`config.mk`:
```
export PLATFORM = sky130hd
export DESIGN_NAME = hvn_front
export DESIGN_NICKNAME = d
export VERILOG_FILES = /design/src/hdl/heightmap_vertex_normal_assert.svh /design/src/hdl/hvn_pkg.sv /design/src/hdl/hvn_front.sv
export SDC_FILE = /design/constraint.sdc
export NUM_CORES = 1
export LEC_CHECK = 0
export ABC_AREA = 0
export BUFFER_PORTS_ARGS = -buffer_cell sky130_fd_sc_hd__buf_2
export CAP_MARGIN = 20
export CORE_MARGIN = 1
export CORE_UTILIZATION = 47
export DETAILED_ROUTE_END_ITERATION = 10
export PLACE_DENSITY = 0.72
export SLEW_MARGIN = 30
export SYNTH_ARGS = -nofsm -noshare
export SYNTH_HDL_FRONTEND = slang
export SYNTH_SLANG_ARGS = --single-unit
```
`constraint.sdc`:
```
create_clock -name clk -period 9.7 [get_ports clk]
set_input_delay 1.455 -clock clk [delete_from_list [all_inputs] [get_ports clk]]
set_output_delay 1.455 -clock clk [all_outputs]
set_load 0.05 [all_outputs]
```
`src/hdl/heightmap_vertex_normal_assert.svh`:
```
// Assertion macros for the heightmap vertex normal block.
// Each use needs clk and arst_n in scope.
`ifndef HEIGHTMAP_VERTEX_NORMAL_ASSERT_SVH
`define HEIGHTMAP_VERTEX_NORMAL_ASSERT_SVH

// cond must never hold outside reset
`define HVN_NEVER(lbl, cond) \
	lbl: assert property (@(posedge clk) disable iff (!arst_n) !(cond)) \
		else $error("hvn: forbidden condition seen");

// whenever trig holds, expr holds in the same cycle
`define HVN_IMPLIES(lbl, trig, expr) \
	lbl: assert property (@(posedge clk) disable iff (!arst_n) (trig) |-> (expr)) \
		else $error("hvn: implication failed");

`endif

```
`src/hdl/hvn_pkg.sv`:
```
package hvn_pkg;

	localparam int POS_W  = 14;
	localparam int HGT_W  = 16;
	localparam int DIM_W  = 15;
	localparam int FACES  = 6;
	localparam int CELLS  = 4;
	localparam int DIFF_W = HGT_W + 1;
	localparam int SQ_W   = 2 * DIFF_W;

	// square root unit: 64-bit radicand, 32-bit root, one stage per root bit
	localparam int RAD_W     = 64;
	localparam int ROOT_W    = RAD_W / 2;
	localparam int SQ_LAT    = ROOT_W + 1;
	localparam int RAD_SHIFT = 28;
	localparam int NRM_SHIFT = 8;
	localparam int L2_BIAS   = 65536;

	// divider: rounded, signed result from magnitude and sign
	localparam int DIV_NUM_W = 55;
	localparam int DIV_REM_W = DIV_NUM_W + 1;
	localparam int DIV_DEN_W = ROOT_W;
	localparam int DIV_QW    = 25;
	localparam int QUO_W     = DIV_QW + 1;
	localparam int DIV_LAT   = DIV_QW + 2;

	localparam int FACE_FRAC = 38;
	localparam int OUT_FRAC  = 18;
	localparam int Z_FACE    = 256;
	localparam int SUM_W     = 29;
	localparam int SSQ_W     = 2 * SUM_W;
	localparam int ONE_Q14   = 16384;
	localparam int NX_W      = 16;
	localparam int NZ_W      = 15;

	localparam logic [DIM_W-1:0] DIM_RESET = DIM_W'(256);

	localparam int FIFO_DEPTH = 2;

	typedef enum logic [0:0] {
		REG_GRID_WIDTH  = 1'b0,
		REG_GRID_HEIGHT = 1'b1
	} cfg_reg_t;

	typedef struct packed {
		logic             valid;
		cfg_reg_t         index;
		logic [DIM_W-1:0] data;
	} cfg_wr_t;

	typedef struct packed {
		logic [POS_W-1:0] x_pos;
		logic [POS_W-1:0] y_pos;
		logic [HGT_W-1:0] h_center;
		logic [HGT_W-1:0] h_left;
		logic [HGT_W-1:0] h_right;
		logic [HGT_W-1:0] h_up;
		logic [HGT_W-1:0] h_up_left;
		logic [HGT_W-1:0] h_down;
		logic [HGT_W-1:0] h_down_right;
	} vtx_t;

	// classified item: which cells take part, and the two slopes of each face
	typedef struct packed {
		logic [CELLS-1:0]              cells;
		logic [FACES-1:0][DIFF_W-1:0]  dx;
		logic [FACES-1:0][DIFF_W-1:0]  dy;
	} item_t;

endpackage

```
`src/hdl/hvn_front.sv`:
```
module hvn_front (
	input  logic            clk,
	input  logic            arst_n,
	input  logic            start,
	output logic            busy,
	input  hvn_pkg::vtx_t   vtx,
	input  hvn_pkg::cfg_wr_t cfg,
	input  logic            q_full,
	output logic            q_push,
	output hvn_pkg::item_t  q_item
);
	import hvn_pkg::*;

	logic [DIM_W-1:0] grid_w_q, grid_h_q;
	logic             vld_s1;
	item_t            item_s1;
	item_t            item_d;
	logic             accept;
	logic [DIM_W-1:0] xe, ye, xp1, yp1;
	logic             x_nz, y_nz;

	function automatic logic [DIFF_W-1:0] hdiff(input logic [HGT_W-1:0] a,
			input logic [HGT_W-1:0] b);
		return {a[HGT_W-1], a} - {b[HGT_W-1], b};
	endfunction

	assign q_push = vld_s1 && !q_full;
	assign busy   = vld_s1 && q_full;
	assign accept = start && !busy;
	assign q_item = item_s1;

	always_ff @(posedge clk or negedge arst_n) begin
		if (!arst_n) begin
			grid_w_q <= DIM_RESET;
			grid_h_q <= DIM_RESET;
		end else if (cfg.valid) begin
			case (cfg.index)
				REG_GRID_WIDTH:  grid_w_q <= cfg.data;
				REG_GRID_HEIGHT: grid_h_q <= cfg.data;
				default: ;
			endcase
		end
	end

	always_comb begin
		xe   = {1'b0, vtx.x_pos};
		ye   = {1'b0, vtx.y_pos};
		xp1  = xe + DIM_W'(1);
		yp1  = ye + DIM_W'(1);
		x_nz = (vtx.x_pos != '0);
		y_nz = (vtx.y_pos != '0);
		// cells (x,y), (x-1,y-1), (x-1,y) left face, (x,y-1) right face
		item_d.cells[0] = (xp1 < grid_w_q) && (yp1 < grid_h_q);
		item_d.cells[1] = x_nz && y_nz && (xe < grid_w_q) && (ye < grid_h_q);
		item_d.cells[2] = x_nz && (xe < grid_w_q) && (yp1 < grid_h_q);
		item_d.cells[3] = y_nz && (xp1 < grid_w_q) && (ye < grid_h_q);
		item_d.dx[0] = hdiff(vtx.h_center, vtx.h_right);
		item_d.dy[0] = hdiff(vtx.h_right, vtx.h_down_right);
		item_d.dx[1] = hdiff(vtx.h_down, vtx.h_down_right);
		item_d.dy[1] = hdiff(vtx.h_center, vtx.h_down);
		item_d.dx[2] = hdiff(vtx.h_up_left, vtx.h_up);
		item_d.dy[2] = hdiff(vtx.h_up, vtx.h_center);
		item_d.dx[3] = hdiff(vtx.h_left, vtx.h_center);
		item_d.dy[3] = hdiff(vtx.h_up_left, vtx.h_left);
		item_d.dx[4] = hdiff(vtx.h_left, vtx.h_center);
		item_d.dy[4] = hdiff(vtx.h_center, vtx.h_down);
		item_d.dx[5] = hdiff(vtx.h_center, vtx.h_right);
		item_d.dy[5] = hdiff(vtx.h_up, vtx.h_center);
	end

	always_ff @(posedge clk or negedge arst_n) begin
		if (!arst_n) begin
			vld_s1 <= 1'b0;
		end else if (accept) begin
			vld_s1 <= 1'b1;
		end else if (q_push) begin
			vld_s1 <= 1'b0;
		end
	end

	always_ff @(posedge clk) begin
		if (accept) begin
			item_s1 <= item_d;
		end
	end

endmodule

```
# After elaboration in Yosys (flattened, before gate mapping)
# Index checks and enable logic that the tools add are counted.
# Widths: inputs -> output; s select.
[word_totals] reg_bits=171 in_bits=161 output_inout_bits=210 wordCells=47
[op_classes] add_sub_neg=10 order_cmp=4 muxes=2 bitwise=1 reduce_logical=18
[ops] cell="$sub 16x16->17" count=8
[ops] cell="$add 14x1->15 const B" count=2
[ops] cell="$lt 14x15->1" count=2
[ops] cell="$lt 15x15->1" count=2
[ops] cell="$reduce_bool 14->1" count=2
[ops] cell="$logic_and 1x1->1" count=11
[ops] cell="$reduce_and 2->1" count=2
[ops] cell="$logic_not 1->1" count=2
[ops] cell="$mux 1" count=2
[ops] cell="$reduce_bool 2->1" count=1
[ops] cell="$not 1->1" count=1

# Depth between registers and ports, before layout
[depth] word_depth=4 depth_mapped=12 ltp_nobuf=12

# Worst setup path after synthesis
# OpenSTA, ideal clock, no wires.
[synth_timing] path_kind="input-to-reg" startpoint="input port q_full" endpoint="register item_s1, in the netlist q_item[0] (enable)" setup_ns=0.654 arrival_ns=7.965 required_time_ns=9.046 slack_ns=1.081 cell_stages=2 n_path_buf=0 path_cell_list="and2_1 -> nor2b_1"
[synth_via] elab_chain_cells=3
[synth_lines] element="start, declared" line_no="hvn_front.sv:8" text="input logic q_full,"
[synth_lines] element="$logic_and 1x1->1" line_no="hvn_front.sv:28" text="assign busy = vld_s1 && q_full;"
[synth_lines] element="$logic_not 1->1" line_no="hvn_front.sv:29" text="assign accept = start && !busy;"
[synth_lines] element="$logic_and 1x1->1" line_no="hvn_front.sv:29"
[synth_lines] element="named net accept" line_no="hvn_front.sv:18" text="logic accept;"
[synth_lines] element="end signal, assigned" line_no="hvn_front.sv:83" text="item_s1 <= item_d;"
[synth_lines] element="end, declared" line_no="hvn_front.sv:16" text="item_t item_s1;"
# The timed path passes the listed nets, and every way through them passes these cells.
# A chain may end at the register's enable or synchronous reset.

# Final worst setup path
[layout_timing] startpoint="input port q_full" endpoint="output port busy"
[layout_via] elab_chain_cells=1
[layout_lines] element="$logic_and 1x1->1" line_no="hvn_front.sv:28"
[layout_lines] element="end, declared" line_no="hvn_front.sv:5" text="output logic busy,"
# Every way passes these cells.

==> impl_metrics.json <==
{
  "cts_resized": 0,
  "clockBufferDepth": 2,
  "htreeDepth": 4,
  "die_x_um": 176,
  "core_area_sq_um": 29600,
  "drt_iter0_markers": 906,
  "dr.pass1.iters": 5,
  "clk_latency_ns": 0.45,
  "yosysUniqueCellTypes": 79,
  "cp-end-kind": "output port",
  "fin_nets": 2147,
  "seq_area_frac_synth": 0.351,
  "ir_worst_vdd_mv": 0.127,
  "netSwitchingPower_uw": 1120,
  "critPathLaunchType": "primary input",
  "cap_violations": 0,
  "start_util": 0.479,
  "hold_viol": 0,
  "netSwitchingFraction": 0.408,
  "period_needed_ns": 3.47,
  "cts_tree": "yes",
  "worstSetupPathType": "primary input to output port",
  "postSynthAreaPerCell_sq_um": 9.51,
  "grt_pass1_vias": 11254,
  "required_ns": 8.25,
  "syn-num-nets": 1847,
  "synthArstFlopShare": 0.181,
  "slew_headroom": 0.453,
  "hp-class": "register to register",
  "layout.cells.non_filler": 2198,
  "p_comb_frac": 0.397,
  "placed_area_sq_um": 16000,
  "antenna_found_initial": 4,
  "postSynth.topFlopCell": "edfxtp_1",
  "cts_root_buffer": "clkbuf_16",
  "synth-seq-cells": 171,
  "portBuffers": 370,
  "fmax_mhz": 288,
  "dp_hpwl_um": 32600,
  "grt_setup_unrepaired": "no",
  "synth_cells": 1492,
  "drive_above_1_share": 0.243,
  "holdBufCountCts": 0,
  "die_area_sq_um": 30900,
  "cts.clk_slew.worst_paths_ns": 0.07,
  "grt_max_degree": 141,
  "final_cell_area_sq_um": 16600,
  "grt_pass1_wl_um": 60900,
  "critPathMaxFanout": 3,
  "timing.final.crit_share": 0.358,
  "ant_nets": 0,
  "area_delta_synth_final_pct": 16.7,
  "track_usage": 0.258,
  "dp.cells": 2163,
  "outcome": "complete, no violations",
  "drt_wl_total_um": 40100,
  "synth_edf_count": 140,
  "critPathArrivalTime_ns": 2.02,
  "numCtsBuffers": 17,
  "place_congestion": 0.920,
  "cts_setup_buffers": 0,
  "row_count": 63,
  "reg2reg_from": "grid_h_q[8]",
  "cts.sinks": 171,
  "yosysWarnings": 0,
  "seq_power_share": 0.348,
  "power.density_nw_per_um2": 166,
  "via_per_inst": 5.54,
  "worstMarginPinSlew_ns": 0.820,
  "leakagePower_uw": 0.00785,
  "skew_ns": 0.0107,
  "wire_per_inst_um": 18.3,
  "clockPowerShare": 0.256,
  "vias": 12179,
  "grt_overflow_total": 0,
  "nFillCells": 2754,
  "worstHoldStart": "grid_h_q[5]",
  "setup_viol": 0,
  "intPower_uw": 1620,
  "die_h_um": 176,
  "io-pin-count": 371,
  "fin_tns_setup_ns": 0,
  "maxSlewViolCount": 0,
  "synth_area_sq_um": 14200,
  "critPathLaunch": "q_full",
  "drc": 0
}
power groups by stage:
stage	sequential [uW]	clock (uW)	combinational (uW)
6_report	955	702	1090
5_1_grt	962	737	1180
4_1_cts	956	714	1090
3_5_place_dp	969	0	1080
3_3_place_gp	970	0	1070
2_1_floorplan	1190	0	625
worst paths after layout:
path / endpoint / slack [ns] / cells past startpoint
worst max-delay path: busy / 6.23 / 3
worst min-delay path: grid_h_q[5] / 0.51 / 1
worst max register to register: q_item[205] / 7.55 / 8
worst min register to register: grid_h_q[5] / 0.51 / 1
max in group asynchronous: grid_w_q[7] / 8.18 / 1
min in group asynchronous: grid_h_q[12] / 1.06 / 1
worst max-delay path: stages:
cell and delay, ns:
buf_2 0.08, and2_1 0.19, buf_2 0.29
cell type report:
cell class	instances	area [sq um]	share of cell area
Inverter	174	653	0.0394
Antenna cell	3	7.51	0.000453
Multi-Input combinational cell	1056	7960	0.481
Clock buffer	17	425	0.0257
Timing Repair Buffer	372	1880	0.114
Tap cell	390	488	0.0295
Clock inverter	15	159	0.00960
Sequential cell	171	4980	0.301
synth_stat cells, types with 27 or more instances:
| cell | count | area share |
|---|---|---|
| a21o_1 | 44 | 0.023 |
| a21oi_1 | 101 | 0.036 |
| buf_4 | 68 | 0.036 |
| dfrtp_1 | 29 | 0.051 |
| edfxtp_1 | 140 | 0.30 |
| ha_1 | 186 | 0.16 |
| inv_1 | 174 | 0.046 |
| nand2_1 | 74 | 0.020 |
| nand3_1 | 27 | 0.0095 |
| nor2_1 | 91 | 0.024 |
| nor2b_1 | 31 | 0.014 |
| o21a_1 | 40 | 0.021 |
| o21ai_0 | 78 | 0.028 |
| xnor2_1 | 80 | 0.049 |
| xor2_1 | 31 | 0.019 |
per-stage QoR:
stage               hold slack, ns  utilization  total power, uW  setup WS, ns
floorplan                    0.479            -             1810          1.08
finish                       0.508        0.559             2750          6.23
global route                 0.529        0.559             2880          6.12
detailed placement           0.494        0.539             2050          5.91
CTS                          0.510        0.558             2760          6.22
global placement             0.490        0.539             2040          5.96
cells in the final DEF (no fill, tap or decap), drive strengths merged, types with 9 or more instances in the layout:
cell    count
edfxtp    140
a211oi     13
o21a       40
and3        9
nor3       19
nand4      21
a21oi     104
o31a       11
o21ai      87
nand2      74
inv       182
ha        186
nand2b     14
o211ai      9
mux2       16
nand3      27
nor2       91
dfrtp      29
clkbuf     17
a21o       44
o31ai      17
a31oi      17
nor2b      32
xor2       31
xnor2      80
buf       372
state kept, by name, indices dropped and copies added (netlist names):
register,cells
grid_h_q,15
grid_w_q,15
q_item,140
vld_s1,1
kinds of logic after synthesis:
logic type	share of synthesized area
and+or+nand+nor	0.116
muxes	0.0155
DFF	0.351
buffers and inverters	0.0883
adders and majority gates	0.175
xor gates and xnor gates	0.0685
AOI/OAI and AO/OA	0.186
per-layer routing:
layer | part of all wire | global-route usage | wire (um)
met1 | 0.46 | 0.360 | 18400
met2 | 0.45 | 0.407 | 18200
met3 | 0.063 | 0.0366 | 2520
met4 | 0.027 | 0.0891 | 1100
met5 | 0.00020 | 0 | 8
No activity file was read; power rests on OpenSTA's default activity.
