**config.mk**
```make
export PLATFORM = sky130hd
export DESIGN_NAME = hvn_fifo
export DESIGN_NICKNAME = d
export VERILOG_FILES = /design/src/hdl/heightmap_vertex_normal_assert.svh /design/src/hdl/hvn_pkg.sv /design/src/hdl/hvn_fifo.sv
export SDC_FILE = /design/constraint.sdc
export NUM_CORES = 1
export LEC_CHECK = 0
export BUFFER_PORTS_ARGS = -buffer_cell sky130_fd_sc_hd__buf_2
export CAP_MARGIN = 20
export CELL_PAD_IN_SITES_DETAIL_PLACEMENT = 1
export CELL_PAD_IN_SITES_GLOBAL_PLACEMENT = 2
export CORE_AREA = 2 2 204 206
export CTS_BUF_LIST = sky130_fd_sc_hd__clkbuf_16
export CTS_CLUSTER_DIAMETER = 50
export CTS_CLUSTER_SIZE = 10
export DETAILED_ROUTE_END_ITERATION = 7
export DIE_AREA = 0 0 206 208
export PLACE_DENSITY = 0.79
export REMOVE_ABC_BUFFERS = 1
export SLEW_MARGIN = 20
export SYNTH_ARGS = -nofsm -noshare
export SYNTH_HDL_FRONTEND = slang
export SYNTH_SLANG_ARGS = --single-unit
```
**constraint.sdc**
```tcl
create_clock -name clk -period 11.64 [get_ports clk]
set_clock_uncertainty 0.15 [all_clocks]
set_input_delay 1.164 -clock clk [delete_from_list [all_inputs] [get_ports clk]]
set_output_delay 1.164 -clock clk [all_outputs]
set_load 0.005 [all_outputs]
```
**src/hdl/heightmap_vertex_normal_assert.svh**
```systemverilog
// Assertion macros for the heightmap vertex normal block.
// Each use needs clk and arst_n in scope.
`ifndef HEIGHTMAP_VERTEX_NORMAL_ASSERT_SVH
`define HEIGHTMAP_VERTEX_NORMAL_ASSERT_SVH

// cond must never hold outside reset
`define HVN_NEVER(lbl, cond) \
	lbl: assert property (@(posedge clk) disable iff (!arst_n) !(cond)) \
		else $error("hvn: forbidden condition seen");

// whenever trig holds, expr holds in the same cycle
`define HVN_IMPLIES(lbl, trig, expr) \
	lbl: assert property (@(posedge clk) disable iff (!arst_n) (trig) |-> (expr)) \
		else $error("hvn: implication failed");

`endif

```
**src/hdl/hvn_pkg.sv**
```systemverilog
package hvn_pkg;

	localparam int POS_W  = 14;
	localparam int HGT_W  = 16;
	localparam int DIM_W  = 15;
	localparam int FACES  = 6;
	localparam int CELLS  = 4;
	localparam int DIFF_W = HGT_W + 1;
	localparam int SQ_W   = 2 * DIFF_W;

	// square root unit: 64-bit radicand, 32-bit root, one stage per root bit
	localparam int RAD_W     = 64;
	localparam int ROOT_W    = RAD_W / 2;
	localparam int SQ_LAT    = ROOT_W + 1;
	localparam int RAD_SHIFT = 28;
	localparam int NRM_SHIFT = 8;
	localparam int L2_BIAS   = 65536;

	// divider: rounded, signed result from magnitude and sign
	localparam int DIV_NUM_W = 55;
	localparam int DIV_REM_W = DIV_NUM_W + 1;
	localparam int DIV_DEN_W = ROOT_W;
	localparam int DIV_QW    = 25;
	localparam int QUO_W     = DIV_QW + 1;
	localparam int DIV_LAT   = DIV_QW + 2;

	localparam int FACE_FRAC = 38;
	localparam int OUT_FRAC  = 18;
	localparam int Z_FACE    = 256;
	localparam int SUM_W     = 29;
	localparam int SSQ_W     = 2 * SUM_W;
	localparam int ONE_Q14   = 16384;
	localparam int NX_W      = 16;
	localparam int NZ_W      = 15;

	localparam logic [DIM_W-1:0] DIM_RESET = DIM_W'(256);

	localparam int FIFO_DEPTH = 2;

	typedef enum logic [0:0] {
		REG_GRID_WIDTH  = 1'b0,
		REG_GRID_HEIGHT = 1'b1
	} cfg_reg_t;

	typedef struct packed {
		logic             valid;
		cfg_reg_t         index;
		logic [DIM_W-1:0] data;
	} cfg_wr_t;

	typedef struct packed {
		logic [POS_W-1:0] x_pos;
		logic [POS_W-1:0] y_pos;
		logic [HGT_W-1:0] h_center;
		logic [HGT_W-1:0] h_left;
		logic [HGT_W-1:0] h_right;
		logic [HGT_W-1:0] h_up;
		logic [HGT_W-1:0] h_up_left;
		logic [HGT_W-1:0] h_down;
		logic [HGT_W-1:0] h_down_right;
	} vtx_t;

	// classified item: which cells take part, and the two slopes of each face
	typedef struct packed {
		logic [CELLS-1:0]              cells;
		logic [FACES-1:0][DIFF_W-1:0]  dx;
		logic [FACES-1:0][DIFF_W-1:0]  dy;
	} item_t;

endpackage

```
**src/hdl/hvn_fifo.sv**
```systemverilog
module hvn_fifo (
	input  logic           clk,
	input  logic           arst_n,
	input  logic           push,
	input  hvn_pkg::item_t push_item,
	output logic           full,
	input  logic           pop,
	output logic           head_valid,
	output hvn_pkg::item_t head_item
);
	import hvn_pkg::*;

	localparam int PTR_W = $clog2(FIFO_DEPTH);
	localparam int CNT_W = $clog2(FIFO_DEPTH + 1);

	item_t            mem_q [FIFO_DEPTH];
	logic [PTR_W-1:0] wr_ptr_q, rd_ptr_q;
	logic [CNT_W-1:0] cnt_q;

	assign full       = (cnt_q == CNT_W'(FIFO_DEPTH));
	assign head_valid = (cnt_q != '0);
	assign head_item  = mem_q[rd_ptr_q];

	always_ff @(posedge clk or negedge arst_n) begin
		if (!arst_n) begin
			wr_ptr_q <= '0;
			rd_ptr_q <= '0;
			cnt_q    <= '0;
		end else begin
			if (push) begin
				wr_ptr_q <= wr_ptr_q + PTR_W'(1);
			end
			if (pop) begin
				rd_ptr_q <= rd_ptr_q + PTR_W'(1);
			end
			case ({push, pop})
				2'b10:   cnt_q <= cnt_q + CNT_W'(1);
				2'b01:   cnt_q <= cnt_q - CNT_W'(1);
				default: cnt_q <= cnt_q;
			endcase
		end
	end

	always_ff @(posedge clk) begin
		if (push) begin
			mem_q[wr_ptr_q] <= push_item;
		end
	end

endmodule

```
After elaboration in Yosys (flattened, before gate mapping)

Memory sizes are Yosys's and may differ from the RTL's.
Index checks and enable logic that the tools add are counted.

Memories kept: 1
Input port bits: 212
Register bits after elaboration: 4
Word-level logic and storage cells: 16
Memory bits (writable): 416

Eq/ne operators: 3
Reduce and logical (&&, ||, !) cells: 2
Add/sub/neg operators: 4
Multiplexer cells: 3

Memory list:

| name  | words | width | read ports | clocked after Yosys merged registers in | write ports | RTL line       | text |
|---|---|---|---|---|---|---|---|
| mem_q | 2     | 208   | 1          | 0                                       | 1           | hvn_fifo.sv:16 | `item_t mem_q [FIFO_DEPTH];` |

Operator list:

| operator              | number |
|---|---|
| $eq A2 B2 Y1 const B  | 2 |
| $pmux W2 S2           | 1 |
| $reduce_bool A2 Y1    | 2 |
| $add A1 B1 Y1 const B | 2 |
| $add A2 B1 Y2 const B | 1 |
| $eq A2 B1 Y1 const B  | 1 |
| $mux W1               | 2 |
| $sub A2 B1 Y2 const B | 1 |

Depth between registers and ports, before layout

Gate-level depths: netlist of run 1.

Word-level depth: 2
Depth in mapped cells: 5

Least setup slack after synthesis of run 1

OpenSTA, ideal clock, no wires.

Kind: input -> register
From: input push
To: memory mem_q[0][0] in the netlist's numbering, enable pin
Arrival time: 9.929 ns
Slack: 0.775 ns
Path buffers: 0
Required time: 10.704 ns
Stages on the path: 2
Cell sequence: inv_1 nor2_1

Word-level cells in the longest chain between the ends: 2

RTL lines:

| what                          | RTL line       | text |
|---|---|---|
| start: declaration            | hvn_fifo.sv:4  | `input logic push,` |
| $mux W1                       | hvn_fifo.sv:45 | `if (push) begin` |
| $mux W1 (not written as such) | hvn_fifo.sv:46 | `mem_q[wr_ptr_q] <= push_item;` |
| end: declaration              | hvn_fifo.sv:16 |  |

No other way between the ends.

==> results.py, run 1 <==
metrics = {
    "global_route": {
        "grt.busiest_layer": "met2",
        "use_met1_pct": 18.7,
        "grt_max_degree": 72,
        "grt_pass1_vias": 8603,
        "antenna_found_initial": 11,
        "use_met2_pct": 27.8,
        "track_usage_pct": 16.3,
        "grt_pass1_wl_um": 52200,
        "grt_overflow": 0,
        "use_met3_pct": 5.23,
    },
    "cts": {
        "cts_tree": "built",
        "numCtsBuffers": 51,
        "cts_resized": 0,
        "root_buffer": "clkbuf_16",
        "post_cts_buffers": 0,
        "clock-sinks": 420,
        "clock_latency_ns": 0.55,
        "htree_levels": 2,
        "cts_hold_buf": 0,
        "cts.path.max_buffers": 3,
        "path_clk_slew_ns": 0.05,
    },
    "worst_setup_path": {
        "startpoint_type": "flip-flop",
        "critPathRequiredTime_ns": 10.33,
        "cp_cell_sequence": "buf_4 > buf_4 > mux2_2 > buf_2",
        "crit_fanout": 58,
        "critPathKind": "flip-flop to output port",
        "cp_slowest_stage_delay_ns": 0.89,
        "crit_slowest_cell": "buf_4",
        "cp.arrival_ns": 3.65,
        "cp_common_cell": "buf_4",
        "end_kind": "output port",
    },
    "synth": {
        "seq_area_frac_synth_pct": 80.6,
        "ys_seq_elements": 420,
        "synth-edff-count": 416,
        "async_reset_ff_share_pct": 0.952,
        "syn-cell-area_um2": 15600,
        "synth.distinct_cells": 16,
        "yosys_most_used_dff": "edfxtp_1",
        "synthCells": 663,
        "synth_warnings": 0,
        "syn_avg_cell_area_um2": 23.6,
    },
    "place": {
        "place_congestion": 0.798,
        "placed_cell_area_um2": 18300,
        "place_hpwl_um": 24800,
        "port_buffers": 421,
    },
    "route": {
        "vias": 7849,
        "drt_pre_antenna_iters": 4,
        "wl_per_cell_um": 21.3,
        "drc": 0,
        "wirelength_um": 35700,
        "via_per_inst": 4.68,
        "drt_iter0_drc": 349,
        "ant_nets": 0,
    },
    "status": {
        "status": "complete, no violations",
    },
    "power_and_ir_drop": {
        "p_per_area_nw_per_um2": 244,
        "report.power.total_uw": 4820,
        "peakVddDrop_uv": 152,
        "leakagePower_uw": 0.00768,
    },
    "die": {
        "rows": 74,
        "pin_count": 422,
        "die_area_um2": 42800,
        "fp.coreArea_um2": 40600,
        "die_h_um": 208,
        "fp.dieW_um": 206,
        "start_util_pct": 38.5,
    },
    "layout": {
        "fin_area_um2": 19800,
        "fill_cells": 3875,
        "multi_input_area_um2": 2810,
        "layout-drive-gt1-share_pct": 61.7,
        "layout.area.seq_um2": 12600,
        "area_growth_pct": 26.4,
        "nets": 1336,
    },
    "timing": {
        "period_minus_slack_ns": 4.96,
        "setup_viol": 0,
        "period_share_pct": 42.6,
        "fmax_mhz": 202,
        "rsz0062_at_grt": "no",
        "tns_ns": 0,
        "hold_violations": 0,
        "worst_slew_pin_slew_ns": 1.04,
        "max_slew_margin_pct": 30.8,
        "finalMaxSlewViolations": 0,
    },
    "run": {
        "drv_cap": 0,
    },
    "worst_hold_path": {
        "hold_class": "input port to asynchronous set/reset pin",
    },
}
[state kept, by name (all words and copies together), names as in the netlist]
register  count
cnt_q         2
wr_ptr_q      1
mem_q       416
rd_ptr_q      1
[cell usage after synthesis (2+ instances only)]
cell type | instances | share of area, %
dfrtp_1 | 4 | 0.64
mux2_2 | 108 | 7.8
buf_8 | 10 | 0.96
mux2_4 | 100 | 9.6
buf_6 | 2 | 0.14
xnor2_1 | 2 | 0.11
edfxtp_1 | 416 | 80
xor2_1 | 3 | 0.17
buf_2 | 10 | 0.32
nor2_1 | 2 | 0.048
[critical path, delay by kind of cell (launching register included)]
family | cells | cell delay (ns)
buffers and inverters | 3 | 1.80
flip-flops | 1 | 0.73
multiplexers | 1 | 0.42
[per-layer routing]
metal,vias to the layer above,routed length [µm],share of wire (%)
met5,-,51,0.14
met4,8,839,2.4
met3,53,2740,7.7
met2,286,18300,51
met1,3944,13700,39
li1,3558,-,-
[path summary, 6_finish.rpt]
check                               from        endpoint  slack, ns  cells after the start
worst max-delay path            rd_ptr_q  head_item[195]       6.68                      4
worst min-delay path              arst_n        rd_ptr_q       0.27                      1
worst max register to register  wr_ptr_q    mem_q[0][89]       8.52                      3
worst min register to register  cnt_q[1]        cnt_q[1]       0.34                      1
max in group asynchronous         arst_n        rd_ptr_q      10.92                      1
min in group clk                cnt_q[1]        cnt_q[1]       0.34                      1
[report_power, final]
part	total, µW	leakage [µW]	internal, µW	switching [µW]
combinational	1300	0.00300	672	627
sequential	2110	0.00395	2010	98.8
clock	1410	0.000730	866	547
total	4820	0.00768	3550	1270
[cells by family after synthesis]
logic type / after synthesis / share of synthesized area (%)
flip-flops: 420 / 80.6
multiplexers: 208 / 17.4
buffers and inverters: 24 / 1.50
XOR/XNOR: 5 / 0.280
AND/OR/NAND/NOR: 5 / 0.168
adder cells (fa/ha/maj): 1 / 0.0801
[metrics by stage]
| stage | instances | utilization [%] | hold WS (ns) | worst slack, ns |
|---|---|---|---|---|
| 6_report | 1676 | 48.7 | 0.267 | 6.68 |
| 5_1_grt | 1675 | 48.7 | 0.236 | 6.50 |
| 4_1_cts | 1669 | 48.7 | 0.222 | 6.62 |
| 3_5_place_dp | 1602 | 45.1 | 0.333 | 7.25 |
| 3_3_place_gp | 1601 | 45.0 | 0.317 | 7.29 |
| 2_1_floorplan | 640 | - | 0.297 | 0.775 |
[layout make-up]
class                   instances  area share, %
clock inverters                14          0.722
well taps                     532           3.37
repair buffers                430           11.1
inverters                       1         0.0190
clock buffers                  53           6.71
multi-input cells             219           14.2
diodes                          7         0.0887
flip-flops and latches        420           63.8
[layout by cell type (no fill, tap or decap), types with 2 or more instances in the layout]
cell | synthesis | layout
edfxtp_1 | 416 | 416
xor2_1 | 3 | 3
inv_1 | 1 | 4
bufinv_16 | 0 | 3
clkinv_2 | 0 | 2
xnor2_1 | 2 | 2
diode_2 | 0 | 7
dfrtp_1 | 4 | 3
mux2_2 | 108 | 108
clkinv_1 | 0 | 4
buf_4 | 1 | 8
buf_2 | 10 | 421
clkbuf_16 | 0 | 53
mux2_4 | 100 | 100
Note: power is estimated with default switching activity, not from simulation.
==> inputs of run 2 (changes only) <==
--- a/config.mk
+++ b/config.mk
@@ -5,16 +5,17 @@
 export SDC_FILE = /design/constraint.sdc
 export NUM_CORES = 1
 export LEC_CHECK = 0
+export ABC_AREA = 1
 export BUFFER_PORTS_ARGS = -buffer_cell sky130_fd_sc_hd__buf_2
 export CAP_MARGIN = 20
 export CELL_PAD_IN_SITES_DETAIL_PLACEMENT = 1
 export CELL_PAD_IN_SITES_GLOBAL_PLACEMENT = 2
-export CORE_AREA = 2 2 204 206
+export CORE_AREA = 2 2 214 216
 export CTS_BUF_LIST = sky130_fd_sc_hd__clkbuf_16
 export CTS_CLUSTER_DIAMETER = 50
 export CTS_CLUSTER_SIZE = 10
 export DETAILED_ROUTE_END_ITERATION = 7
-export DIE_AREA = 0 0 206 208
+export DIE_AREA = 0 0 216 218
 export PLACE_DENSITY = 0.79
 export REMOVE_ABC_BUFFERS = 1
 export SLEW_MARGIN = 20
==> constraint.sdc (replaced) <==
create_clock -name clk -period 4.85 [get_ports clk]
set_clock_uncertainty 0.15 [all_clocks]
set_input_delay 0.485 -clock clk [delete_from_list [all_inputs] [get_ports clk]]
set_output_delay 0.485 -clock clk [all_outputs]
set_load 0.005 [all_outputs]
==> run 2 against run 1 <==
First-iteration DRC count up 34%; utilization up 0.16 points; clock-buffer cell count unchanged; synthesized cell count up 67%; combinational power rose to 2.5 times the previous value; power up 140%; via count up 37%; critical path type unchanged.
==> results.py, run 2 <==
metrics = {
    "status": {
        "status": "complete, no violations",
    },
    "place": {
        "placed_cell_area_um2": 18300,
        "place_hpwl_um": 25800,
        "port_buffers": 421,
        "place_congestion": 0.749,
    },
    "cts": {
        "clock-sinks": 420,
        "clock_latency_ns": 0.57,
        "cts_tree": "built",
        "root_buffer": "clkbuf_16",
        "htree_levels": 2,
        "cts.path.max_buffers": 3,
        "path_clk_slew_ns": 0.06,
        "numCtsBuffers": 52,
    },
    "synth": {
        "syn-cell-area_um2": 15500,
        "synth-edff-count": 416,
        "synth_warnings": 0,
        "async_reset_ff_share_pct": 0.952,
        "synth_top_area_share_pct": 80.4,
        "synthCells": 1110,
        "yosys.area.top_type": "edfxtp_1",
        "synthTopCellsByCount": "416 x edfxtp_1, 214 x inv_1, 214 x nand2_1",
        "synth_area_leaders": "edfxtp_1 80%, inv_1 5.2%, nand2_1 5.2%, o21ai_0 4.3%, o21ai_1 2.4%",
        "yosys_most_used_dff": "edfxtp_1",
        "ys_seq_elements": 420,
        "seq_area_frac_synth_pct": 81.0,
        "synth.distinct_cells": 15,
        "syn_avg_cell_area_um2": 14.0,
        "synth_most_common_cell": "edfxtp_1",
    },
    "layout": {
        "layout-drive-gt1-share_pct": 27.9,
        "largest_reg_flops": 416,
        "nets": 1974,
        "fin_area_um2": 21900,
        "area_growth_pct": 41.2,
        "regMostFlops": "mem_q",
        "final_common_cell": "buf_2",
        "top_regs": "mem_q (416), cnt_q (2)",
        "final_util_pct": 48.9,
        "layout.cells.most_common_list": "421 x buf_2, 416 x edfxtp_1, 223 x inv_1",
    },
    "worst_setup_path": {
        "cp.arrival_ns": 2.56,
        "critPathKind": "flip-flop to output port",
        "rr_startpoint": "wr_ptr_q",
        "end_kind": "output port",
        "reg2reg_to": "mem_q[0][67]",
        "startpoint": "rd_ptr_q",
        "reg2reg_setup_slack_ns": 2.54,
        "critPathRequiredTime_ns": 4.22,
        "reg2reg_depth": 2,
        "crit_fanout": 88,
        "startpoint_type": "flip-flop",
    },
    "timing": {
        "finalMaxSlewViolations": 0,
        "fmax_mhz": 313,
        "hold_violations": 0,
        "rsz0062_at_grt": "no",
        "setup_viol": 0,
        "period_share_pct": 65.9,
        "worst_slew_pin_slew_ns": 0.987,
        "whs_ns": 0.136,
        "period_minus_slack_ns": 3.19,
        "max_slew_margin_pct": 34.1,
    },
    "route": {
        "vias": 10800,
        "via_per_inst": 4.52,
        "drt_pre_antenna_iters": 4,
        "drt_iter0_drc": 467,
        "wirelength_um": 43200,
        "ant_nets": 0,
        "drc": 0,
        "wl_per_cell_um": 18.1,
    },
    "global_route": {
        "antenna_found_initial": 4,
        "grt_max_degree": 111,
        "grt_pass1_wl_um": 66100,
        "grt_pass1_vias": 11900,
        "grt_overflow": 0,
        "track_usage_pct": 18.1,
    },
    "die": {
        "die_area_um2": 47100,
        "fp.coreArea_um2": 44900,
        "fp.dieW_um": 216,
        "die_h_um": 218,
        "rows": 78,
        "pin_count": 422,
        "start_util_pct": 34.6,
    },
    "power_and_ir_drop": {
        "leakagePower_uw": 0.00929,
        "peakVddDrop_uv": 359,
        "report.power.total_uw": 11700,
        "p_per_area_nw_per_um2": 535,
    },
    "worst_hold_path": {
        "hold_class": "input port to asynchronous set/reset pin",
    },
    "run": {
        "drv_cap": 0,
    },
}
[run 2: per-stage QoR]
step	setup TNS (ns)	instances	worst slack, ns
finish	0	2387	1.66
global route	0	2387	1.43
CTS	0	2383	1.49
detailed placement	0	2095	2.13
global placement	0	2095	2.16
floorplan	-1672.63	1064	-5.34
[run 2: cell type report]
cell class	count	area (µm²)
fill	4702	23000
sequential	420	12600
timing repair buffer	643	4390
multi-input combinational	430	1910
clock buffer	53	1330
inverter	214	811
tap	600	751
clock inverter	24	151
antenna	3	7.51
[run 2: critical path: stages (launching register included)]
cell	delay, ns
dfrtp_4	0.77
buf_12	0.32
buf_12	0.30
nand2_1	0.08
o21ai_0	0.20
buf_2	0.22
[run 2: where the power goes]
| group | total, µW | leakage [µW] | switching, µW | internal (µW) |
|---|---|---|---|---|
| Clock | 3400 | 0.000757 | 1400 | 2000 |
| Combinational | 3270 | 0.00458 | 2060 | 1210 |
| Sequential | 5060 | 0.00395 | 239 | 4820 |
| Total | 11700 | 0.00929 | 3710 | 8030 |
[run 2: logic make-up (layout without fill, tap and decap cells)]
group	Yosys count	count (layout)	synth area share, %
compound gates	208	208	6.70
other cells	0	3	0
xor+xnor	3	3	0.169
simple gates	218	218	5.29
buf+inv	260	934	6.75
fa+ha+maj	1	1	0.0805
flops	420	420	81.0
[run 2: how the worst max path moves through the flow]
| stage | to | cells after the start | slack, ns |
|---|---|---|---|
| 4_1_cts | head_item[22] | 4 | 1.49 |
| 3_5_place_dp | head_item[22] | 4 | 2.13 |
| 2_1_floorplan | mem_q[0][0] | 2 | -5.34 |
| 5_1_grt | head_item[190] | 5 | 1.43 |
| 6_report | head_item[190] | 5 | 1.66 |
| 3_3_place_gp | head_item[22] | 4 | 2.16 |
[run 2: timing repair]
| item | 4_1_cts | 5_1_grt |
|---|---|---|
| resized for setup | 0 | 0 |
| buffers inserted | 0 | 0 |
| hold buffers | 211 | 0 |
| endpoints found under the hold margin | 422 | 0 |
[run 2: layer usage]
metal / up-vias / routed length [µm] / global-route usage, %
met5: - / 13 / 0
met4: 2 / 1550 / 7.26
met3: 103 / 3000 / 5.68
met2: 351 / 22700 / 32.8
met1: 5279 / 15900 / 19.8
li1: 5053 / - / -
==> inputs of run 3 (changes only) <==
==> constraint.sdc (replaced) <==
create_clock -name clk -period 3.2 [get_ports clk]
set_clock_uncertainty 0.15 [all_clocks]
set_input_delay 0.32 -clock clk [delete_from_list [all_inputs] [get_ports clk]]
set_output_delay 0.32 -clock clk [all_outputs]
set_load 0.005 [all_outputs]
==> run 3 against run 2 <==
Clock-buffer cell count fell by 2; sequential cell count did not move; sequential share of layout area barely moved; clock power rose by 48%; cell count fell by 0.13%; critical path type unchanged; largest cell class unchanged.
==> results.py, run 3 (synthesis gave the netlist of run 2 again) <==
metrics = {
    "die": {
        "rows": 78,
        "fp.coreArea_um2": 44900,
        "start_util_pct": 34.6,
        "die_h_um": 218,
        "pin_count": 422,
        "die_area_um2": 47100,
        "fp.dieW_um": 216,
    },
    "worst_hold_path": {
        "hold_class": "input port to flip-flop",
        "whs_path_depth": 2,
        "min_to": "mem_q[1][195]",
        "min_from": "push_item[195]",
    },
    "route": {
        "drc": 0,
        "via_per_inst": 4.47,
        "wl_per_cell_um": 18.2,
        "wirelength_um": 43400,
        "drt_iter0_drc": 540,
        "vias": 10700,
        "ant_nets": 0,
        "drt_pre_antenna_iters": 5,
    },
    "global_route": {
        "grt_overflow": 0,
        "grt_max_degree": 110,
        "grt_pass1_vias": 11700,
        "grt_pass1_wl_um": 65800,
        "antenna_found_initial": 3,
        "track_usage_pct": 18.2,
    },
    "timing": {
        "period_minus_slack_ns": 2.76,
        "max_slew_margin_pct": 51.5,
        "rsz0062_at_grt": "no",
        "fmax_mhz": 363,
        "finalMaxSlewViolations": 0,
        "worst_slew_pin_slew_ns": 0.728,
        "period_share_pct": 86.2,
        "setup_viol": 0,
        "hold_violations": 0,
        "whs_ns": 0.320,
    },
    "cts": {
        "cts_tree": "built",
        "htree_levels": 2,
        "clock-sinks": 420,
        "post_cts_buffers": 0,
        "root_buffer": "clkbuf_16",
        "clock_latency_ns": 0.57,
        "cts_hold_buf": 212,
        "cts.path.max_buffers": 3,
        "path_clk_slew_ns": 0.05,
        "numCtsBuffers": 51,
        "cts_resized": 0,
    },
    "worst_setup_path": {
        "critPathRequiredTime_ns": 2.73,
        "cp_slowest_stage_delay_ns": 0.75,
        "reg2reg_to": "mem_q[1][62]",
        "crit_fanout": 51,
        "reg2reg_depth": 3,
        "reg2reg_setup_slack_ns": 1.31,
        "cp_cell_sequence": "buf_4 > nand2_1 > o21ai_0 > buf_2",
        "rr_startpoint": "wr_ptr_q",
        "cp.arrival_ns": 2.29,
        "end_kind": "output port",
        "critPathKind": "flip-flop to output port",
        "startpoint_type": "flip-flop",
        "crit_slowest_cell": "dfrtp_4",
    },
    "layout": {
        "nets": 1982,
        "layout-drive-gt1-share_pct": 28.1,
        "final_common_cell": "buf_2",
        "area_growth_pct": 41.3,
        "largest_reg_flops": 416,
        "final_util_pct": 48.9,
        "layout.cells.most_common_list": "421 x buf_2, 416 x edfxtp_1, 216 x inv_1",
        "regMostFlops": "mem_q",
        "top_regs": "mem_q (416), cnt_q (2)",
    },
    "place": {
        "place_congestion": 0.771,
        "place_hpwl_um": 26300,
        "port_buffers": 421,
    },
    "power_and_ir_drop": {
        "report.power.total_uw": 17700,
        "peakVddDrop_uv": 507,
        "leakagePower_uw": 0.00928,
        "p_per_area_nw_per_um2": 808,
    },
    "run": {
        "drv_cap": 0,
    },
    "status": {
        "status": "complete, no violations",
    },
}
[run 3: cell count changes in the layout (fill, tap and decap cells not counted)]
| cell | previous run | this run |
|---|---|---|
| buf_12 | 7 | 9 |
| buf_4 | 4 | 10 |
| bufinv_16 | 1 | 2 |
| clkbuf_16 | 53 | 51 |
| clkinv_1 | 4 | 5 |
| clkinv_2 | 2 | 1 |
| clkinv_4 | 2 | 0 |
| clkinvlp_4 | 2 | 0 |
| dlygate4sd3_1 | 211 | 212 |
| inv_1 | 223 | 216 |
[run 3: critical path: cells and delay by family, from the launching register on]
| kind | cells | cell delay, ns |
|---|---|---|
| flip-flops | 1 | 0.75 |
| buffers and inverters | 2 | 0.66 |
| AND/OR/NAND/NOR | 1 | 0.12 |
| AO/OA/AOI/OAI | 1 | 0.13 |
[run 3: metrics by stage]
stage          area, µm²  instances  TNS (ns)  setup slack (ns)
6_report           22000       2384         0             0.442
5_1_grt            22000       2384         0             0.244
4_1_cts            21900       2381         0             0.393
3_5_place_dp       18400       2104         0              1.03
3_3_place_gp       18400       2104         0              1.10
2_1_floorplan      15300       1064  -2610.55             -6.82
[run 3: routing by layer]
layer,share of wire [%],GRT usage (%),up-vias
li1,-,-,5051
met1,38,19.6,5200
met2,53,33.7,317
met3,6.6,5.03,85
met4,3.0,6.94,0
met5,0,0,-
[run 3: worst max-delay path by stage]
stage                   from  cells past startpoint              to
global route        rd_ptr_q                      4  head_item[133]
global placement    rd_ptr_q                      5   head_item[20]
floorplan               push                      2     mem_q[0][0]
CTS                 rd_ptr_q                      4  head_item[201]
detailed placement  rd_ptr_q                      4  head_item[201]
finish              rd_ptr_q                      4  head_item[133]
[run 3: report_power, final]
group	switching, µW	internal [µW]
Clock	2060	2980
Sequential	356	7310
Combinational	3140	1910
[run 3: final cells by class]
type | count | area, µm²
Multi-Input combinational cell | 430 | 1910
Fill cell | 4700 | 22900
Tap cell | 600 | 751
Clock inverter | 14 | 121
Clock buffer | 51 | 1280
Inverter | 214 | 811
Timing Repair Buffer | 652 | 4480
Sequential cell | 420 | 12600
Antenna cell | 3 | 7.51
